### src/rtl/tkcf_pkg.sv
// Shared types and constants for the touch key consensus filter.
`default_nettype none
package tkcf_pkg;

  localparam int PIN_W   = 4;
  localparam int COUNT_W = 12;

  // Reset value of the highest scanned pin register.
  localparam logic [PIN_W-1:0] HIGHEST_PIN_RST = 4'd8;

  // Entries in the queue between the front and back parts.
  localparam int QUEUE_DEPTH = 2;
  localparam int QUEUE_AW    = $clog2(QUEUE_DEPTH);

  // One classified sensor event.
  typedef struct packed {
    logic               store_en;  // pin lies inside the count slots
    logic [PIN_W-1:0]   pin;
    logic [COUNT_W-1:0] count;
    logic               seen;
    logic               done;
  } cmd_t;

endpackage
`default_nettype wire

### src/rtl/touch_key_consensus_filter_unit.sv
// Top level of the touch key consensus filter.
//
// channel  dir  handshake                  payload
// in       in   in_valid_i / in_stall_o    pin_index_i, touch_count_i, touch_seen_i, poll_done_i
// out      out  out_valid_o / out_stall_i  touch_active_o, winning_pin_o
// cfg      in   cfg_valid_i / cfg_ready_o  cfg_highest_pin_i
//
// An event without an armed poll done goes from idle straight to the emit state; an armed poll done
// also runs the winner scan up to min(highest_pin, PIN_SLOTS-1), the history push and the history
// compare, with the single count comparator scanning one pin a cycle and the compare walking one entry a cycle.
// Reset clears counts, history and control at once; no clearing pass.
// The input register and a two-entry queue take events while a result waits on out_stall_i.
`default_nettype none
module touch_key_consensus_filter_unit #(
  parameter int HISTORY_DEPTH = 10,
  parameter int PIN_SLOTS     = 16
) (
  input  wire                           clk_i,
  input  wire                           rst_ni,
  input  wire                           in_valid_i,
  output logic                          in_stall_o,
  input  wire  [tkcf_pkg::PIN_W-1:0]    pin_index_i,
  input  wire  [tkcf_pkg::COUNT_W-1:0]  touch_count_i,
  input  wire                           touch_seen_i,
  input  wire                           poll_done_i,
  output logic                          out_valid_o,
  input  wire                           out_stall_i,
  output logic                          touch_active_o,
  output logic [tkcf_pkg::PIN_W-1:0]    winning_pin_o,
  input  wire                           cfg_valid_i,
  output logic                          cfg_ready_o,
  input  wire  [tkcf_pkg::PIN_W-1:0]    cfg_highest_pin_i
);
  import tkcf_pkg::*;

  logic             highest_pin_q;
  logic [PIN_W-1:0] highest_pin_r_q;
  logic             push;
  cmd_t             push_cmd;
  logic             q_ready;
  logic             q_valid;
  cmd_t             q_cmd;
  logic             pop;

  assign cfg_ready_o = 1'b1;

  // highest_pin_q marks the register as written at least once
  always_ff @(posedge clk_i or negedge rst_ni) begin
    if (!rst_ni) begin
      highest_pin_q   <= 1'b0;
      highest_pin_r_q <= HIGHEST_PIN_RST;
    end else if (cfg_valid_i && cfg_ready_o) begin
      highest_pin_q   <= 1'b1;
      highest_pin_r_q <= cfg_highest_pin_i;
    end
  end

  tkcf_front #(
    .PIN_SLOTS (PIN_SLOTS)
  ) u_front (
    .clk_i         (clk_i),
    .rst_ni        (rst_ni),
    .in_valid_i    (in_valid_i),
    .in_stall_o    (in_stall_o),
    .pin_index_i   (pin_index_i),
    .touch_count_i (touch_count_i),
    .touch_seen_i  (touch_seen_i),
    .poll_done_i   (poll_done_i),
    .push_o        (push),
    .cmd_o         (push_cmd),
    .q_ready_i     (q_ready)
  );

  tkcf_queue u_queue (
    .clk_i      (clk_i),
    .rst_ni     (rst_ni),
    .push_i     (push),
    .push_cmd_i (push_cmd),
    .ready_o    (q_ready),
    .valid_o    (q_valid),
    .pop_cmd_o  (q_cmd),
    .pop_i      (pop)
  );

  tkcf_back #(
    .HISTORY_DEPTH (HISTORY_DEPTH),
    .PIN_SLOTS     (PIN_SLOTS)
  ) u_back (
    .clk_i          (clk_i),
    .rst_ni         (rst_ni),
    .highest_pin_i  (highest_pin_r_q),
    .q_valid_i      (q_valid),
    .q_cmd_i        (q_cmd),
    .pop_o          (pop),
    .out_valid_o    (out_valid_o),
    .out_stall_i    (out_stall_i),
    .touch_active_o (touch_active_o),
    .winning_pin_o  (winning_pin_o)
  );

  a_cfg_hold: assert property (@(posedge clk_i) disable iff (!rst_ni)
    !highest_pin_q |-> (highest_pin_r_q == HIGHEST_PIN_RST))
    else $error("highest pin changed without a transfer");

endmodule
`default_nettype wire

### src/rtl/tkcf_front.sv
// Front part: input register and event classification.
`default_nettype none
module tkcf_front #(
  parameter int PIN_SLOTS = 16
) (
  input  wire                            clk_i,
  input  wire                            rst_ni,
  input  wire                            in_valid_i,
  output logic                           in_stall_o,
  input  wire  [tkcf_pkg::PIN_W-1:0]     pin_index_i,
  input  wire  [tkcf_pkg::COUNT_W-1:0]   touch_count_i,
  input  wire                            touch_seen_i,
  input  wire                            poll_done_i,
  output logic                           push_o,
  output tkcf_pkg::cmd_t                 cmd_o,
  input  wire                            q_ready_i
);
  import tkcf_pkg::*;

  logic fv_q;
  cmd_t cmd_q;
  logic accept;

  assign push_o     = fv_q && q_ready_i;
  assign in_stall_o = fv_q && !q_ready_i;
  assign accept     = in_valid_i && !in_stall_o;
  assign cmd_o      = cmd_q;

  always_ff @(posedge clk_i or negedge rst_ni) begin
    if (!rst_ni) begin
      fv_q <= 1'b0;
    end else if (accept) begin
      fv_q <= 1'b1;
    end else if (push_o) begin
      fv_q <= 1'b0;
    end
  end

  always_ff @(posedge clk_i) begin
    if (accept) begin
      cmd_q.store_en <= (32'(pin_index_i) < PIN_SLOTS);
      cmd_q.pin      <= pin_index_i;
      cmd_q.count    <= touch_count_i;
      cmd_q.seen     <= touch_seen_i;
      cmd_q.done     <= poll_done_i;
    end
  end

endmodule
`default_nettype wire

### src/rtl/tkcf_queue.sv
// Short command queue between front and back parts.
`default_nettype none
module tkcf_queue (
  input  wire            clk_i,
  input  wire            rst_ni,
  input  wire            push_i,
  input  tkcf_pkg::cmd_t push_cmd_i,
  output logic           ready_o,
  output logic           valid_o,
  output tkcf_pkg::cmd_t pop_cmd_o,
  input  wire            pop_i
);
  import tkcf_pkg::*;

  localparam int CNT_W = $clog2(QUEUE_DEPTH + 1);

  cmd_t                mem_q [QUEUE_DEPTH];
  logic [QUEUE_AW-1:0] wr_ptr_q;
  logic [QUEUE_AW-1:0] rd_ptr_q;
  logic [CNT_W-1:0]    cnt_q;
  logic                do_push;
  logic                do_pop;

  assign ready_o   = (cnt_q != CNT_W'(QUEUE_DEPTH));
  assign valid_o   = (cnt_q != '0);
  assign pop_cmd_o = mem_q[rd_ptr_q];
  assign do_push   = push_i && ready_o;
  assign do_pop    = pop_i && valid_o;

  always_ff @(posedge clk_i or negedge rst_ni) begin
    if (!rst_ni) begin
      wr_ptr_q <= '0;
      rd_ptr_q <= '0;
      cnt_q    <= '0;
    end else begin
      if (do_push) begin
        wr_ptr_q <= (wr_ptr_q == QUEUE_AW'(QUEUE_DEPTH - 1)) ? '0 : wr_ptr_q + 1'b1;
      end
      if (do_pop) begin
        rd_ptr_q <= (rd_ptr_q == QUEUE_AW'(QUEUE_DEPTH - 1)) ? '0 : rd_ptr_q + 1'b1;
      end
      if (do_push && !do_pop) begin
        cnt_q <= cnt_q + 1'b1;
      end else if (do_pop && !do_push) begin
        cnt_q <= cnt_q - 1'b1;
      end
    end
  end

  always_ff @(posedge clk_i) begin
    if (do_push) begin
      mem_q[wr_ptr_q] <= push_cmd_i;
    end
  end

  a_cnt_bound: assert property (@(posedge clk_i) disable iff (!rst_ni)
    32'(cnt_q) <= QUEUE_DEPTH)
    else $error("queue fill count beyond depth");

  a_no_push_full: assert property (@(posedge clk_i) disable iff (!rst_ni)
    push_i |-> ready_o)
    else $error("transfer into full queue");

endmodule
`default_nettype wire

### src/rtl/tkcf_back.sv
// Back part: count store, winner scan, history ring and result register.
`default_nettype none
module tkcf_back #(
  parameter int HISTORY_DEPTH = 10,
  parameter int PIN_SLOTS     = 16
) (
  input  wire                          clk_i,
  input  wire                          rst_ni,
  input  wire  [tkcf_pkg::PIN_W-1:0]   highest_pin_i,
  input  wire                          q_valid_i,
  input  tkcf_pkg::cmd_t               q_cmd_i,
  output logic                         pop_o,
  output logic                         out_valid_o,
  input  wire                          out_stall_i,
  output logic                         touch_active_o,
  output logic [tkcf_pkg::PIN_W-1:0]   winning_pin_o
);
  import tkcf_pkg::*;

  localparam int SW   = $clog2(PIN_SLOTS);
  localparam int PTRW = $clog2(HISTORY_DEPTH);

  typedef enum logic [2:0] {
    S_IDLE,
    S_SCAN,
    S_PUSH,
    S_CHECK,
    S_EMIT
  } state_e;

  state_e             state_q;
  logic [COUNT_W-1:0] counts_q [PIN_SLOTS];
  logic [PIN_W-1:0]   hist_q [HISTORY_DEPTH];
  logic [PTRW-1:0]    ptr_q;
  logic               pending_q;
  logic               active_q;
  logic [PIN_W-1:0]   last_winner_q;
  logic [SW-1:0]      scan_idx_q;
  logic [SW-1:0]      best_q;
  logic [COUNT_W-1:0] best_cnt_q;
  logic [PTRW-1:0]    chk_idx_q;
  logic               agree_q;
  logic               out_valid_q;
  logic               out_active_q;
  logic [PIN_W-1:0]   out_pin_q;
  logic [SW-1:0]      top;
  logic               out_free;
  logic               armed;

  assign top = (32'(highest_pin_i) > PIN_SLOTS - 1) ? SW'(PIN_SLOTS - 1)
                                                    : highest_pin_i[SW-1:0];
  assign pop_o          = (state_q == S_IDLE) && q_valid_i;
  assign out_free       = !out_valid_q || !out_stall_i;
  assign armed          = pending_q || q_cmd_i.seen;
  assign out_valid_o    = out_valid_q;
  assign touch_active_o = out_active_q;
  assign winning_pin_o  = out_pin_q;

  always_ff @(posedge clk_i or negedge rst_ni) begin
    if (!rst_ni) begin
      state_q       <= S_IDLE;
      for (int i = 0; i < PIN_SLOTS; i++) begin
        counts_q[i] <= '0;
      end
      for (int i = 0; i < HISTORY_DEPTH; i++) begin
        hist_q[i] <= '0;
      end
      ptr_q         <= '0;
      pending_q     <= 1'b0;
      active_q      <= 1'b0;
      last_winner_q <= '0;
      scan_idx_q    <= '0;
      best_q        <= '0;
      best_cnt_q    <= '0;
      chk_idx_q     <= '0;
      agree_q       <= 1'b0;
      out_valid_q   <= 1'b0;
      out_active_q  <= 1'b0;
      out_pin_q     <= '0;
    end else begin
      // in S_EMIT the load below decides the output valid on its own
      if (out_valid_q && !out_stall_i && (state_q != S_EMIT)) begin
        out_valid_q <= 1'b0;
      end
      case (state_q)
        S_IDLE: begin
          if (q_valid_i) begin
            if (q_cmd_i.store_en) begin
              counts_q[q_cmd_i.pin[SW-1:0]] <= q_cmd_i.count;
            end
            if (q_cmd_i.seen) begin
              pending_q <= 1'b1;
            end
            if (q_cmd_i.done && armed) begin
              scan_idx_q <= '0;
              best_q     <= '0;
              state_q    <= S_SCAN;
            end else begin
              if (q_cmd_i.done) begin
                // no touch this round: refill the leading ring entries
                for (int k = 0; k < HISTORY_DEPTH; k++) begin
                  if (32'(highest_pin_i) > k) begin
                    hist_q[k] <= PIN_W'(k);
                  end
                end
                active_q <= 1'b0;
              end
              state_q <= S_EMIT;
            end
          end
        end
        S_SCAN: begin
          // strict compare keeps the lower pin on equal counts
          if (scan_idx_q == '0 || counts_q[scan_idx_q] > best_cnt_q) begin
            best_q     <= scan_idx_q;
            best_cnt_q <= counts_q[scan_idx_q];
          end
          if (scan_idx_q == top) begin
            state_q <= S_PUSH;
          end else begin
            scan_idx_q <= scan_idx_q + 1'b1;
          end
        end
        S_PUSH: begin
          hist_q[ptr_q] <= PIN_W'(best_q);
          last_winner_q <= PIN_W'(best_q);
          ptr_q         <= (ptr_q == PTRW'(HISTORY_DEPTH - 1)) ? '0 : ptr_q + 1'b1;
          pending_q     <= 1'b0;
          chk_idx_q     <= PTRW'(1);
          agree_q       <= 1'b1;
          state_q       <= S_CHECK;
        end
        S_CHECK: begin
          // all entries equal iff each matches entry zero
          if (chk_idx_q == PTRW'(HISTORY_DEPTH - 1)) begin
            active_q <= agree_q && (hist_q[chk_idx_q] == hist_q[0]);
            state_q  <= S_EMIT;
          end else begin
            if (hist_q[chk_idx_q] != hist_q[0]) begin
              agree_q <= 1'b0;
            end
            chk_idx_q <= chk_idx_q + 1'b1;
          end
        end
        S_EMIT: begin
          if (out_free) begin
            out_valid_q  <= 1'b1;
            out_active_q <= active_q;
            out_pin_q    <= last_winner_q;
            state_q      <= S_IDLE;
          end
        end
        default: begin
          state_q <= S_IDLE;
        end
      endcase
    end
  end

  a_scan_bound: assert property (@(posedge clk_i) disable iff (!rst_ni)
    (state_q == S_SCAN) |-> (scan_idx_q <= top))
    else $error("winner scan past highest pin");

  a_ptr_bound: assert property (@(posedge clk_i) disable iff (!rst_ni)
    32'(ptr_q) < HISTORY_DEPTH)
    else $error("history pointer out of range");

  a_pending_clr: assert property (@(posedge clk_i) disable iff (!rst_ni)
    (state_q == S_PUSH) |=> !pending_q)
    else $error("touch mark not cleared after push");

  a_emit_follows: assert property (@(posedge clk_i) disable iff (!rst_ni)
    (state_q == S_EMIT && out_free) |=> (out_valid_q && state_q == S_IDLE))
    else $error("result not loaded on free output");

endmodule
`default_nettype wire

### config.mk
export PLATFORM = sky130hd
export DESIGN_NAME = touch_key_consensus_filter_unit
export DESIGN_NICKNAME = d
export VERILOG_FILES = /design/src/rtl/tkcf_pkg.sv /design/src/rtl/touch_key_consensus_filter_unit.sv /design/src/rtl/tkcf_front.sv /design/src/rtl/tkcf_queue.sv /design/src/rtl/tkcf_back.sv
export SDC_FILE = /design/constraint.sdc
export NUM_CORES = 1
export LEC_CHECK = 0
export ABC_AREA = 1
export BUFFER_PORTS_ARGS = -buffer_cell sky130_fd_sc_hd__buf_2
export CELL_PAD_IN_SITES_DETAIL_PLACEMENT = 0
export CELL_PAD_IN_SITES_GLOBAL_PLACEMENT = 1
export CORE_ASPECT_RATIO = 1.1
export CORE_UTILIZATION = 52
export CTS_CLUSTER_SIZE = 28
export DETAILED_ROUTE_END_ITERATION = 7
export PLACE_DENSITY_LB_ADDON = 0.1
export SYNTH_ARGS = -nofsm -noshare
export SYNTH_HDL_FRONTEND = slang
export SYNTH_SLANG_ARGS = --single-unit
### constraint.sdc
create_clock -name clk_i -period 4.4 [get_ports clk_i]
set_input_delay 1.1 -clock clk_i [delete_from_list [all_inputs] [get_ports clk_i]]
set_output_delay 1.1 -clock clk_i [all_outputs]
set_load 0.1 [all_outputs]
==> summary.md, run 1 <==
| Metric | Value |
|---|---|
| Outcome | `completed` |
| Critical Path RT | `between 4 and 5 ns` |
| Post-synth top area share | `about 47%` |
| Worst skew pair latency | `approximately 0.53 ns` |
| DR vias/cell | `5.652` |
| Most frequent CP cell | `nand2_1` |
| Max Slew Vio Count | `0` |
| RR Startpoint | `u_back.scan_idx_q[0]$_DFFE_PN0P_` |
| EDFF count, synth | `54` |
| Clk sink count | `339` |
| GRT Total Usage | `about 27%` |
| Die height | `between 150 and 200 um` |
| DRT iter0 DRCs | `~910` |
| CP peak stage delay | `about 0.7 ns` |
| Root buf cell | `clkbuf_16` |
| Fraction of registers with async set/reset | `~84%` |
| Crit path max-delay cell type | `inv_2` |
| Layout cells sized above 1 | `9.415%` |
| Post-synth top area cell | `dfrtp_1` |
| Max-cap violations | `0` |
| Cells after synthesis | `~1700` |
| Post-Route Skew | `approximately 0.019 ns` |
| Net Count, Synth | `~1700` |
| First-pass GRT wire length | `around 63000 um` |
| Via count | `roughly 12000` |
| Post-synthesis sequential area ratio | `about 57%` |
| Crit start category | `flop` |
| R2R Path End | `u_back.best_cnt_q[9]$_DFFE_PN0P_` |
| Worst Max-Slew Pin Slew | `about 1.2 ns` |
| Hold EP | `u_queue.mem_q[1][12]$_DFFE_PP_` |
| CTS Buf Count | `38` |
| Final instance area | `0.01691 mm^2` |
| Commonest cells after routing, fill and taps aside | `nand2_1, dfrtp_1, o21ai_0` |
| FF-to-FF setup slack | `roughly 0.94 ns` |
| Post-route ant nets | `0` |
| Final core occ | `58.91%` |
| Post-CTS Resized | `0` |
| Critical Path Sink Type | `flop` |
| # diodes | `0` |
| CTS max path bufs | `3` |
| Clock transition at path regs | `approximately 0.060 ns` |
| Io pins | `35` |
| Area contributors post-synth | `dfrtp_1, edfxtp_1, nand2_1` |
| Slew margin rel. | `17.23%` |
| Worst hold path type | `flop to flop` |
| Initial core utilization | `about 53%` |
| Leak | `7.628 nW` |
| Fill cell count | `approximately 2600` |
| Die area | `between 0.02 and 0.03 mm^2` |
| DP Area | `~0.016 mm^2` |
| Power Total | `13.37 mW` |
| Routed Wire Length | `about 39000 um` |
| Netlist cell types | `51` |
| Placer Congestion | `0.8291` |
| Area Growth Syn to Fin | `11.04%` |
| Hold_buf cts | `0` |
| H-tree depth | `2` |
| Commonest non-fill, non-tap cell in the layout | `nand2_1` |
| GRT overflow | `0` |
| Fin crit period | `3.464 ns` |
| DR WL/cell | `roughly 19 um` |
| Setup TNS | `0 ns` |
| Hold Crit Start | `u_front.cmd_o[12]$_DFFE_PP_` |
| Final Hold Vio Count | `0` |
| Row count | `65` |
| Vias in the first global route | `about 12000` |
| Yosys reg bits | `about 340` |
| Setup repair after global routing missed its margin | `false` |
| F_max | `approximately 0.29 GHz` |
| Crit-path max FO | `52` |
| Drt first pass iters | `5` |
| DRC | `0` |
| Setup Crit Path Kind | `flop to flop` |
| Cell Area, Synth | `0.01523 mm^2` |
| Synthesized area per cell | `just over 9 um^2` |
| Port Buf Inserts | `33` |
| Post-DP HPWL | `about 25000 um` |
| Hold path depth | `0` |
| Worst-case vdd ir drop | `approximately 0.39 mV` |
| Main synth FF type | `dfrtp_1` |
| R2R depth | `17` |
| PwrDens | `~790 mW/mm^2` |
| TritonCTS clock tree | `done` |
| Ys Warns | `0` |
| Initial antenna violation count | `0` |
| # setup viols final | `0` |
| WP data arrival | `3.92 ns` |
| Core area | `approximately 0.029 mm^2` |
| Fin nets | `roughly 1700` |
| Crit-path cells | `inv_2, buf_12, o21ai_0, o221ai_1, o211ai_1, nand2_1, ha_1, nand4_1, nor3_1, nand2_1, o2111ai_1, nand2_1, nand2_1, nand2_1, inv_1, nand2_1, nand2_1` |
| Die width | `roughly 170 um` |
| Postcts setup bufs | `0` |
| Final period utilization | `around four fifths` |
| Largest net degree at the start of global routing | `just under 90` |
[per-stage QoR]
stage,setup WS (ns),hold WS (ns),cells
global route,0.4995,0.4612,2078
detailed placement,0.9304,0.4344,2013
floorplan,0.7761,0.4215,1676
CTS,0.9244,0.4485,2078
finish,0.9361,0.4486,2078
global placement,0.9581,0.4229,2013
[how the worst max path moves through the flow]
stage	startpoint	endpoint	slack [ns]	cells after the start
final	u_back.scan_idx_q[0]$_DFFE_PN0P_	u_back.best_cnt_q[9]$_DFFE_PN0P_	0.94	17
after global routing	u_back.scan_idx_q[0]$_DFFE_PN0P_	u_back.best_cnt_q[2]$_DFFE_PN0P_	0.50	17
after CTS	u_back.scan_idx_q[0]$_DFFE_PN0P_	u_back.best_cnt_q[3]$_DFFE_PN0P_	0.92	17
after detailed placement	u_back.scan_idx_q[0]$_DFFE_PN0P_	u_back.best_cnt_q[3]$_DFFE_PN0P_	0.93	17
after global placement	u_back.scan_idx_q[0]$_DFFE_PN0P_	u_back.best_q[0]$_DFFE_PN0P_	0.96	17
after floorplan	u_queue.cnt_q[0]$_DFFE_PN0P_	in_stall_o	0.78	1
[kinds of logic (layout without fill, tap and decap cells)]
family	Yosys count	count (layout)	synth area share [%]
simple gates	619	619	16.63
fa+ha+maj	17	17	1.396
other cells	1	1	0.02462
flops	339	339	57.48
compound gates	462	462	17.14
buf+inv	213	247	5.660
mux	16	16	1.158
xor+xnor	9	9	0.5175
[synth_stat cells (2+ instances only)]
cell,n
or2_1,2
inv_2,10
nand2_1,384
inv_1,104
mux2i_1,12
nor2_4,4
o21ai_0,214
buf_2,32
nand3_2,2
o22ai_1,21
xor2_1,4
a21oi_1,30
o221ai_1,36
nand4_1,8
nor3_4,2
nand2_2,6
o21ai_1,120
edfxtp_1,54
xnor2_1,5
nor2_1,147
o21a_1,2
o32ai_1,2
buf_1,7
clkbuf_1,56
mux2_2,3
dfrtp_1,284
nor3_1,8
o31ai_1,10
nand4_2,2
o21ai_2,3
o211ai_1,16
nor2_2,3
nand3_1,49
ha_1,17
[sequential cells by signal (all words and copies together), names as in the netlist, 12 cells and up]
register	flops
u_back.best_cnt_q	12
u_back.hist_q	40
u_front.cmd_o	18
u_back.counts_q	192
u_queue.mem_q	36
[layout make-up]
| cell class | instances | area [um^2] | area share (%) |
|---|---|---|---|
| tap | 368 | 460.4 | 2.722 |
| clock buffer | 51 | 1010 | 5.970 |
| clock inverter | 14 | 165.2 | 0.9765 |
| timing repair buffer | 67 | 467.9 | 2.767 |
| multi-input combinational | 1124 | 5623 | 33.24 |
| inverter | 115 | 431.7 | 2.552 |
| sequential | 339 | 8756 | 51.77 |
[power breakdown]
group,internal (mW),switching (mW),total [mW],leakage (nW)
Combinational,1.67,3.59,5.26,2.90
Clock,1.79,1.25,3.04,0.567
Sequential,4.42,0.642,5.07,4.16
Total,7.88,5.48,13.4,7.63
[metal layers]
metal  GRT usage [%]  vias up  wire (um)
met2           46.91      294      19630
met5               0        -          0
li1                -     5700          -
met1           36.24     5673      17100
met3           2.832       77       1640
met4           9.651        0       1018
[critical path, delay by kind of cell (launching register included)]
family                   cells  cell delay [ns]
buffers and inverters        3             1.30
AND/OR/NAND/NOR              9             0.96
AO/OA/AOI/OAI                4             0.51
flip-flops                   1             0.43
adder cells (fa/ha/maj)      1             0.15
Note: power is estimated with default switching activity, not from simulation.
==> run 2: changes to the inputs <==
Settings changed: ABC_AREA 1 to 0, CORE_UTILIZATION 52 to 46.
Clock period 4.4 ns to 3 ns, I/O delays scaled along.
==> run 2 against run 1 <==
The flow now finishes with violations (setup timing). Sequential share of layout area decreased by 2.3 points. Routed wire length is 4.9% lower. Die area grew 12%. Utilization decreased by 4.0 points. Final area grew 4.7%. Count of clock-buffer cells in the layout rose by 1. Global-route usage fell by 4.3 points. Flip-flop and latch count unchanged. Hold slack got worse by 0.28 ns. Critical endpoint is now u_back.best_cnt_q[2]$_DFFE_PN0P_. Critical path type unchanged. Area after synthesis down 0.91%.
==> summary.md, run 2 <==
| Metric | Value |
|---|---|
| Outcome | `finished, violations left (was completed)` |
| Failing checks | `setup timing` |
| CP peak stage delay | `0.53 ns (was 0.70 ns)` |
| Commonest cells after routing, fill and taps aside | `dfrtp_1, nand2_1, o21ai_0 (was nand2_1, dfrtp_1, o21ai_0)` |
| Post-Route Skew | `0.01356 ns (was 0.01889 ns)` |
| Count leader, synth | `dfrtp_1 (was nand2_1)` |
| GR peak layer | `met2 (unchanged)` |
| TritonCTS clock tree | `done (unchanged)` |
| WP data arrival | `3.82 ns (was 3.92 ns)` |
| Drt first pass iters | `5 (unchanged)` |
| Cell Area, Synth | `0.01509 mm^2 (was 0.01523 mm^2)` |
| Post-route ant nets | `0 (unchanged)` |
| Port Buf Inserts | `33 (unchanged)` |
| Dpl cells | `1737 (was 2013)` |
| Post-synth top area cell | `dfrtp_1 (unchanged)` |
| Cells after synthesis | `1295 (was 1676)` |
| Worst Max-Slew Pin Slew | `0.8818 ns (was 1.238 ns)` |
| DRT iter0 DRCs | `655 (was 907)` |
| Largest delay contributor family on the critical path | `multiplexers (was buffers and inverters)` |
| Reg with most FFs | `u_back.counts_q (unchanged)` |
| Crit-path cells | `buf_12, clkbuf_16, mux4_2, mux4_2, ha_4, nand2_1, nor2_1, a2111oi_4, a21oi_2, nor2_4, buf_4, mux2_2 (was inv_2, buf_12, o21ai_0, o221ai_1, o211ai_1, nand2_1, ha_1, nand4_1, nor3_1, nand2_1, o2111ai_1, nand2_1, nand2_1, nand2_1, inv_1, nand2_1, nand2_1)` |
| Netlist cell types | `63 (was 51)` |
| Met2 Use GR | `37.52% (was 46.91%)` |
| Critical path buffers and inverters | `3 (unchanged)` |
| Post-synth top area share | `47.09% (was 46.66%)` |
| DP Area | `0.01620 mm^2 (was 0.01574 mm^2)` |
| Area contributors post-synth | `dfrtp_1, edfxtp_1, mux4_2 (was dfrtp_1, edfxtp_1, nand2_1)` |
| Ys Warns | `0 (unchanged)` |
| Fin nets | `1402 (was 1729)` |
| Fin crit period | `3.412 ns (was 3.464 ns)` |
| Clock transition at path regs | `0.06 ns (about the same)` |
| Commonest non-fill, non-tap cell in the layout | `dfrtp_1 (was nand2_1)` |
| H-tree depth | `2 (unchanged)` |
| DR vias/cell | `5.538 (was 5.652)` |
| Post-synthesis sequential area ratio | `58.00% (was 57.47%)` |
| Final Hold Vio Count | `0 (unchanged)` |
| Area Growth Syn to Fin | `17.38% (was 11.04%)` |
| Register area | `0.008760 mm^2 (was 0.008756 mm^2)` |
| CTS Buf Count | `37 (was 38)` |
| Initial antenna violation count | `0 (unchanged)` |
| Final period utilization | `113.7% (was 78.73%)` |
| Critical Path RT | `3.41 ns (was 4.86 ns)` |
| Hold WS | `0.1660 ns (was 0.4486 ns)` |
| Max Slew Vio Count | `0 (unchanged)` |
| Largest net degree at the start of global routing | `71 (was 88)` |
| Io pins | `35 (unchanged)` |
| Max-cap violations | `0 (unchanged)` |
| EDFF count, synth | `54 (unchanged)` |
| Power Total | `20.32 mW (was 13.37 mW)` |
| Synth top cells by count | `dfrtp_1, nand2_1, o21ai_0 (was nand2_1, dfrtp_1, o21ai_0)` |
| # diodes | `0 (unchanged)` |
| Via count | `10035 (was 11744)` |
| Crit-path max FO | `8 (was 52)` |
| Yosys reg bits | `339 (unchanged)` |
| PwrDens | `1147 mW/mm^2 (was 790.2 mW/mm^2)` |
| Initial core utilization | `46.74% (was 53.06%)` |
| Critical Path Sink Type | `flop (unchanged)` |
| Row count | `69 (was 65)` |
| Net Count, Synth | `1339 (was 1720)` |
| Crit start category | `flop (unchanged)` |
| Die height | `192.0 um (was 181.5 um)` |
| Worst-case vdd ir drop | `0.6355 mV (was 0.3879 mV)` |
| Largest register FFs | `192 (unchanged)` |
| Hold_buf cts | `0 (unchanged)` |
| GRT overflow | `0 (unchanged)` |
| Area of the multi-input gates | `0.006036 mm^2 (was 0.005623 mm^2)` |
| Vias in the first global route | `10041 (was 11535)` |
| F_max | `0.2931 GHz (was 0.2887 GHz)` |
| Core area | `0.03229 mm^2 (was 0.02871 mm^2)` |
| First-pass GRT wire length | `58880 um (was 63180 um)` |
| Most frequent CP cell | `mux4_2 (was nand2_1)` |
| Synthesized area per cell | `11.66 um^2 (was 9.088 um^2)` |
| Slew margin rel. | `41.21% (was 17.23%)` |
| Setup WS post-layout | `-0.4118 ns (was 0.9361 ns)` |
| DR WL/cell | `20.67 um (was 18.96 um)` |
| Largest registers | `u_back.counts_q x192, u_back.hist_q x40, u_queue.mem_q x36 (unchanged)` |
| Die width | `174.7 um (was 165.2 um)` |
| Fraction of registers with async set/reset | `84.07% (unchanged)` |
| Crit path max-delay cell type | `mux4_2 (was inv_2)` |
| Met1 GRT Util | `33.00% (was 36.24%)` |
| Worst skew pair latency | `0.52 ns (was 0.53 ns)` |
| Placer Congestion | `0.7985 (was 0.8291)` |
| Routed Wire Length | `37450 um (was 39390 um)` |
| Clk sink count | `339 (unchanged)` |
| Setup Crit Path Kind | `flop to flop (unchanged)` |
| Fill cell count | `2802 (was 2560)` |
| Post-DP HPWL | `24390 um (was 24790 um)` |
| # setup viols final | `16 (was 0)` |
| CTS max path bufs | `3 (unchanged)` |
| Met3 usage | `3.207% (was 2.832%)` |
| Main synth FF type | `dfrtp_1 (unchanged)` |
| Layout cells sized above 1 | `21.07% (was 9.415%)` |
| Final instance area | `0.01772 mm^2 (was 0.01691 mm^2)` |
| Worst hold path type | `input port to async pin (was flop to flop)` |
| Root buf cell | `clkbuf_16 (unchanged)` |
| GRT Total Usage | `23.15% (was 27.49%)` |
| Final core occ | `54.87% (was 58.91%)` |
| Leak | `7.668 nW (was 7.628 nW)` |
| Die area | `0.03354 mm^2 (was 0.02998 mm^2)` |
| Final std cells w/o fill | `1812 (was 2078)` |
| DRC | `0 (unchanged)` |
| Setup repair after global routing missed its margin | `true (was false)` |
## run 2: cell count changes after synthesis, moves of 11 or more
cell | previous run | this run
nand2_1 | 384 | 197
o21ai_1 | 120 | 3
inv_1 | 104 | 27
mux4_2 | 0 | 60
nor2_1 | 147 | 92
o21ai_0 | 214 | 167
a21oi_1 | 30 | 76
nand3_1 | 49 | 9
o221ai_1 | 36 | 2
mux2i_1 | 12 | 37
mux2_2 | 3 | 24
o22ai_1 | 21 | 0
clkbuf_1 | 56 | 41
a32o_1 | 1 | 12
## run 2: cell type report
| cell class | count | share of cell area [%] |
|---|---|---|
| repair buffers | 112 | 5.982 |
| multi-input cells | 840 | 34.07 |
| flip-flops and latches | 339 | 49.45 |
| inverters | 28 | 0.5933 |
| well taps | 426 | 3.009 |
| clock inverters | 15 | 0.7769 |
| clock buffers | 52 | 6.123 |
## run 2: path summary, 6_finish.rpt
kind	start	to	slack, ns	cells past startpoint
setup / recovery	u_back.scan_idx_q[0]$_DFFE_PN0P_	u_back.best_cnt_q[2]$_DFFE_PN0P_	-0.41	12
hold reg to reg	u_front.cmd_o[14]$_DFFE_PP_	u_queue.mem_q[0][14]$_DFFE_PP_	0.45	0
setup reg to reg	u_back.scan_idx_q[0]$_DFFE_PN0P_	u_back.best_cnt_q[2]$_DFFE_PN0P_	-0.41	12
max in group asynchronous	rst_ni	highest_pin_r_q[3]$_DFFE_PN1P_	2.07	2
hold / removal	rst_ni	u_back.counts_q[69]$_DFFE_PN0P_	0.17	1
min in group clk_i	touch_count_i[9]	u_front.cmd_o[11]$_DFFE_PP_	0.40	1
## run 2: metrics by stage
| stage | setup slack, ns | setup TNS [ns] |
|---|---|---|
| 2_1_floorplan | -0.2468 | -2.508 |
| 3_3_place_gp | -0.3927 | -5.596 |
| 3_5_place_dp | -0.4114 | -6.124 |
| 4_1_cts | -0.3924 | -5.634 |
| 5_1_grt | -0.4894 | -7.081 |
| 6_report | -0.4118 | -5.847 |
## run 2: where the power goes
part | internal (mW) | switching [mW] | leakage (nW) | total (mW)
sequential | 6.29 | 1.03 | 4.15 | 7.32
combinational | 4.04 | 4.43 | 2.92 | 8.46
clock | 2.70 | 1.84 | 0.596 | 4.54
## run 2: cells by family (layout without fill, tap and decap cells)
family | Yosys count | after routing | share of synthesized area (%)
AOI/OAI and AO/OA | 324 | 324 | 12.65
xor gates and xnor gates | 15 | 15 | 0.8704
adders and majority gates | 17 | 17 | 1.409
buffers and inverters | 116 | 207 | 3.540
DFF | 339 | 339 | 58.00
muxes | 121 | 121 | 13.20
other | 1 | 1 | 0.02485
and+or+nand+nor | 362 | 362 | 10.30
## run 2: repair_timing
action                                 4_1_cts  5_1_grt
endpoints found under the hold margin        0        0
gates cloned                                 0        5
pin swaps                                    0       10
setup endpoints to repair                   16       16
resized for setup                            3       16
setup buffers                                0        3
## run 2: per-layer routing
metal | wire length, um | up-vias
li1 | - | 4771
met1 | 17250 | 5040
met2 | 17980 | 176
met3 | 1530 | 48
met4 | 695 | 0
met5 | 0 | -
==> run 3: changes to the inputs <==
Settings changed: BUFFER_PORTS_ARGS -buffer_cell sky130_fd_sc_hd__buf_2 to -buffer_cell sky130_fd_sc_hd__clkbuf_2, CELL_PAD_IN_SITES_DETAIL_PLACEMENT 0 to 1.
==> run 3 against run 2 <==
Clock power up 2%. The flow still finishes with violations (setup timing). Non-clock buffer count fell by 8. Maximum frequency grew 1.2%. Critical path depth is the same. Largest cell class unchanged. Highest routed layer unchanged. Routed wire length increased by 8.3%.
==> summary.md, run 3 (same netlist as run 2, synthesis figures left out) <==
| Metric | Value |
|---|---|
| Commonest non-fill, non-tap cell in the layout | `dfrtp_1 (unchanged)` |
| WP data arrival | `3.80 ns (was 3.82 ns)` |
| Fin crit period | `3.371 ns (was 3.412 ns)` |
| Critical Path End | `u_back.best_cnt_q[5]$_DFFE_PN0P_ (was u_back.best_cnt_q[2]$_DFFE_PN0P_)` |
| Post-DP HPWL | `26330 um (was 24390 um)` |
| # diodes | `0 (unchanged)` |
| Largest register FFs | `192 (unchanged)` |
| RR Startpoint | `u_back.scan_idx_q[0]$_DFFE_PN0P_ (unchanged)` |
| Routed wl met3 | `1326 um (was 1530 um)` |
| # setup viols final | `16 (unchanged)` |
| Leak | `7.620 nW (was 7.668 nW)` |
| Initial antenna violation count | `0 (unchanged)` |
| Hold WS | `0.2074 ns (was 0.1660 ns)` |
| Worst-case vdd ir drop | `0.5726 mV (was 0.6355 mV)` |
| Post-Route Skew | `0.02837 ns (was 0.01356 ns)` |
| Layout cells sized above 1 | `20.36% (was 21.07%)` |
| Final period utilization | `112.4% (was 113.7%)` |
| Clock transition at path regs | `0.06 ns (about the same)` |
| Placer Congestion | `0.8473 (was 0.7985)` |
| DR WL/cell | `22.45 um (was 20.67 um)` |
| Worst hold path type | `input port to async pin (unchanged)` |
| Commonest cells after routing, fill and taps aside | `dfrtp_1, nand2_1, o21ai_0 (unchanged)` |
| Area Growth Syn to Fin | `16.24% (was 17.38%)` |
| Max layer used | `met4 (unchanged)` |
| Root buf cell | `clkbuf_16 (unchanged)` |
| Vias in the first global route | `11004 (was 10041)` |
| DRC | `0 (unchanged)` |
| Reg with most FFs | `u_back.counts_q (unchanged)` |
| Register area | `0.008760 mm^2 (unchanged)` |
| First-pass GRT wire length | `64120 um (was 58880 um)` |
| Fill cell count | `3371 (was 2802)` |
| Outcome | `finished, violations left (unchanged)` |
| Via count | `10406 (was 10035)` |
| Hold_buf cts | `0 (unchanged)` |
| Die width | `174.7 um (unchanged)` |
| R2R depth | `12 (unchanged)` |
| Setup repair after global routing missed its margin | `true (unchanged)` |
| Core area | `0.03229 mm^2 (unchanged)` |
| Setup WS post-layout | `-0.3713 ns (was -0.4118 ns)` |
| Max Slew Vio Count | `0 (unchanged)` |
| F_max | `0.2966 GHz (was 0.2931 GHz)` |
| CTS Buf Count | `38 (was 37)` |
| Setup TNS | `-5.364 ns (was -5.847 ns)` |
| Wl on met1 | `18330 um (was 17250 um)` |
| Dpl cells | `1730 (was 1737)` |
| WL met2 | `19990 um (was 17980 um)` |
| Final instance area | `0.01754 mm^2 (was 0.01772 mm^2)` |
| Clk sink count | `339 (unchanged)` |
| Worst skew pair latency | `0.54 ns (was 0.52 ns)` |
| DRT iter0 DRCs | `587 (was 655)` |
| Routed Wire Length | `40550 um (was 37450 um)` |
| Largest net degree at the start of global routing | `75 (was 71)` |
| Critical Path RT | `3.43 ns (was 3.41 ns)` |
| Io pins | `35 (unchanged)` |
| Die area | `0.03354 mm^2 (unchanged)` |
| Die height | `192.0 um (unchanged)` |
| Crit start category | `flop (unchanged)` |
| CTS max path bufs | `3 (unchanged)` |
| DR vias/cell | `5.762 (was 5.538)` |
| Failing checks | `setup timing (unchanged)` |
| Port Buf Inserts | `33 (unchanged)` |
| FF-to-FF setup slack | `-0.37 ns (was -0.41 ns)` |
| Row count | `69 (unchanged)` |
| R2R Path End | `u_back.best_cnt_q[5]$_DFFE_PN0P_ (was u_back.best_cnt_q[2]$_DFFE_PN0P_)` |
| H-tree depth | `2 (unchanged)` |
| Critical Path Sink Type | `flop (unchanged)` |
| Max-cap violations | `0 (unchanged)` |
| Initial core utilization | `46.74% (unchanged)` |
| TritonCTS clock tree | `done (unchanged)` |
| Area of the multi-input gates | `0.005966 mm^2 (was 0.006036 mm^2)` |
| PwrDens | `1153 mW/mm^2 (was 1147 mW/mm^2)` |
| GRT overflow | `0 (unchanged)` |
| Fin nets | `1395 (was 1402)` |
| GRT Total Usage | `25.13% (was 23.15%)` |
| Setup Crit Path Kind | `flop to flop (unchanged)` |
| Final Hold Vio Count | `0 (unchanged)` |
| Largest registers | `u_back.counts_q x192, u_back.hist_q x40, u_queue.mem_q x36 (unchanged)` |
| Crit-path max FO | `13 (was 8)` |
| Slew margin rel. | `43.13% (was 41.21%)` |
| DP Area | `0.01617 mm^2 (was 0.01620 mm^2)` |
| Critical path origin | `u_back.scan_idx_q[0]$_DFFE_PN0P_ (unchanged)` |
| Post-route ant nets | `0 (unchanged)` |
| Final std cells w/o fill | `1806 (was 1812)` |
| Worst Max-Slew Pin Slew | `0.8316 ns (was 0.8818 ns)` |
| Drt first pass iters | `5 (unchanged)` |
-- run 3: layout make-up --
| cell class | count | area share (%) |
|---|---|---|
| Sequential cell | 339 | 49.93 |
| Multi-Input combinational cell | 840 | 34.00 |
| Clock buffer | 53 | 6.140 |
| Timing Repair Buffer | 104 | 5.363 |
| Tap cell | 426 | 3.038 |
| Clock inverter | 16 | 0.9271 |
| Inverter | 28 | 0.5991 |
-- run 3: through the flow --
step	total power, mW	setup slack [ns]	utilization, %
after global placement	15.03	-0.3827	50.09
after detailed placement	15.36	-0.4382	50.09
after CTS	20.34	-0.3856	54.31
after floorplan	12.94	-0.2468	-
after global routing	21.50	-0.5170	54.34
final	20.23	-0.3713	54.34
-- run 3: report_power, final --
part	internal [mW]	switching [mW]	total, mW
clock	2.71	1.93	4.63
sequential	6.29	1.14	7.43
combinational	3.78	4.39	8.17
-- run 3: critical path: stages, from the launching register on --
cell and delay [ns]:
dfrtp_4 0.51, buf_12 0.19, buf_12 0.11, mux4_2 0.48
mux4_2 0.53, ha_4 0.31, and4_1 0.23, a31oi_1 0.09
o21ai_1 0.11, a21oi_2 0.07, nor2_4 0.14, buf_12 0.16
mux2_2 0.33
-- run 3: worst min-delay path by stage --
stage                                      from                               end  slack, ns  depth (start not counted)
finish                                   rst_ni   u_back.counts_q[95]$_DFFE_PN0P_       0.21                          1
detailed placement   u_front.cmd_o[8]$_DFFE_PP_     u_queue.mem_q[0][8]$_DFFE_PP_       0.43                          0
CTS                                      rst_ni  u_back.counts_q[113]$_DFFE_PN0P_       0.21                          1
global placement    u_front.cmd_o[15]$_DFFE_PP_    u_queue.mem_q[0][15]$_DFFE_PP_       0.42                          0
global route                             rst_ni   u_back.counts_q[53]$_DFFE_PN0P_       0.24                          1
floorplan            u_front.cmd_o[0]$_DFFE_PP_     u_queue.mem_q[0][0]$_DFFE_PP_       0.42                          0
-- run 3: per-layer routing --
metal	track usage, %	vias to the layer above
met5	0	-
met1	34.65	5409
met2	41.79	181
li1	-	4761
met3	3.226	55
met4	7.358	0
-- run 3: timing repair --
action,in CTS,in global routing
pin swaps,1,0
setup buffers,6,0
cloned,1,0
endpoints found under the setup margin,16,16
gates resized for setup,5,3
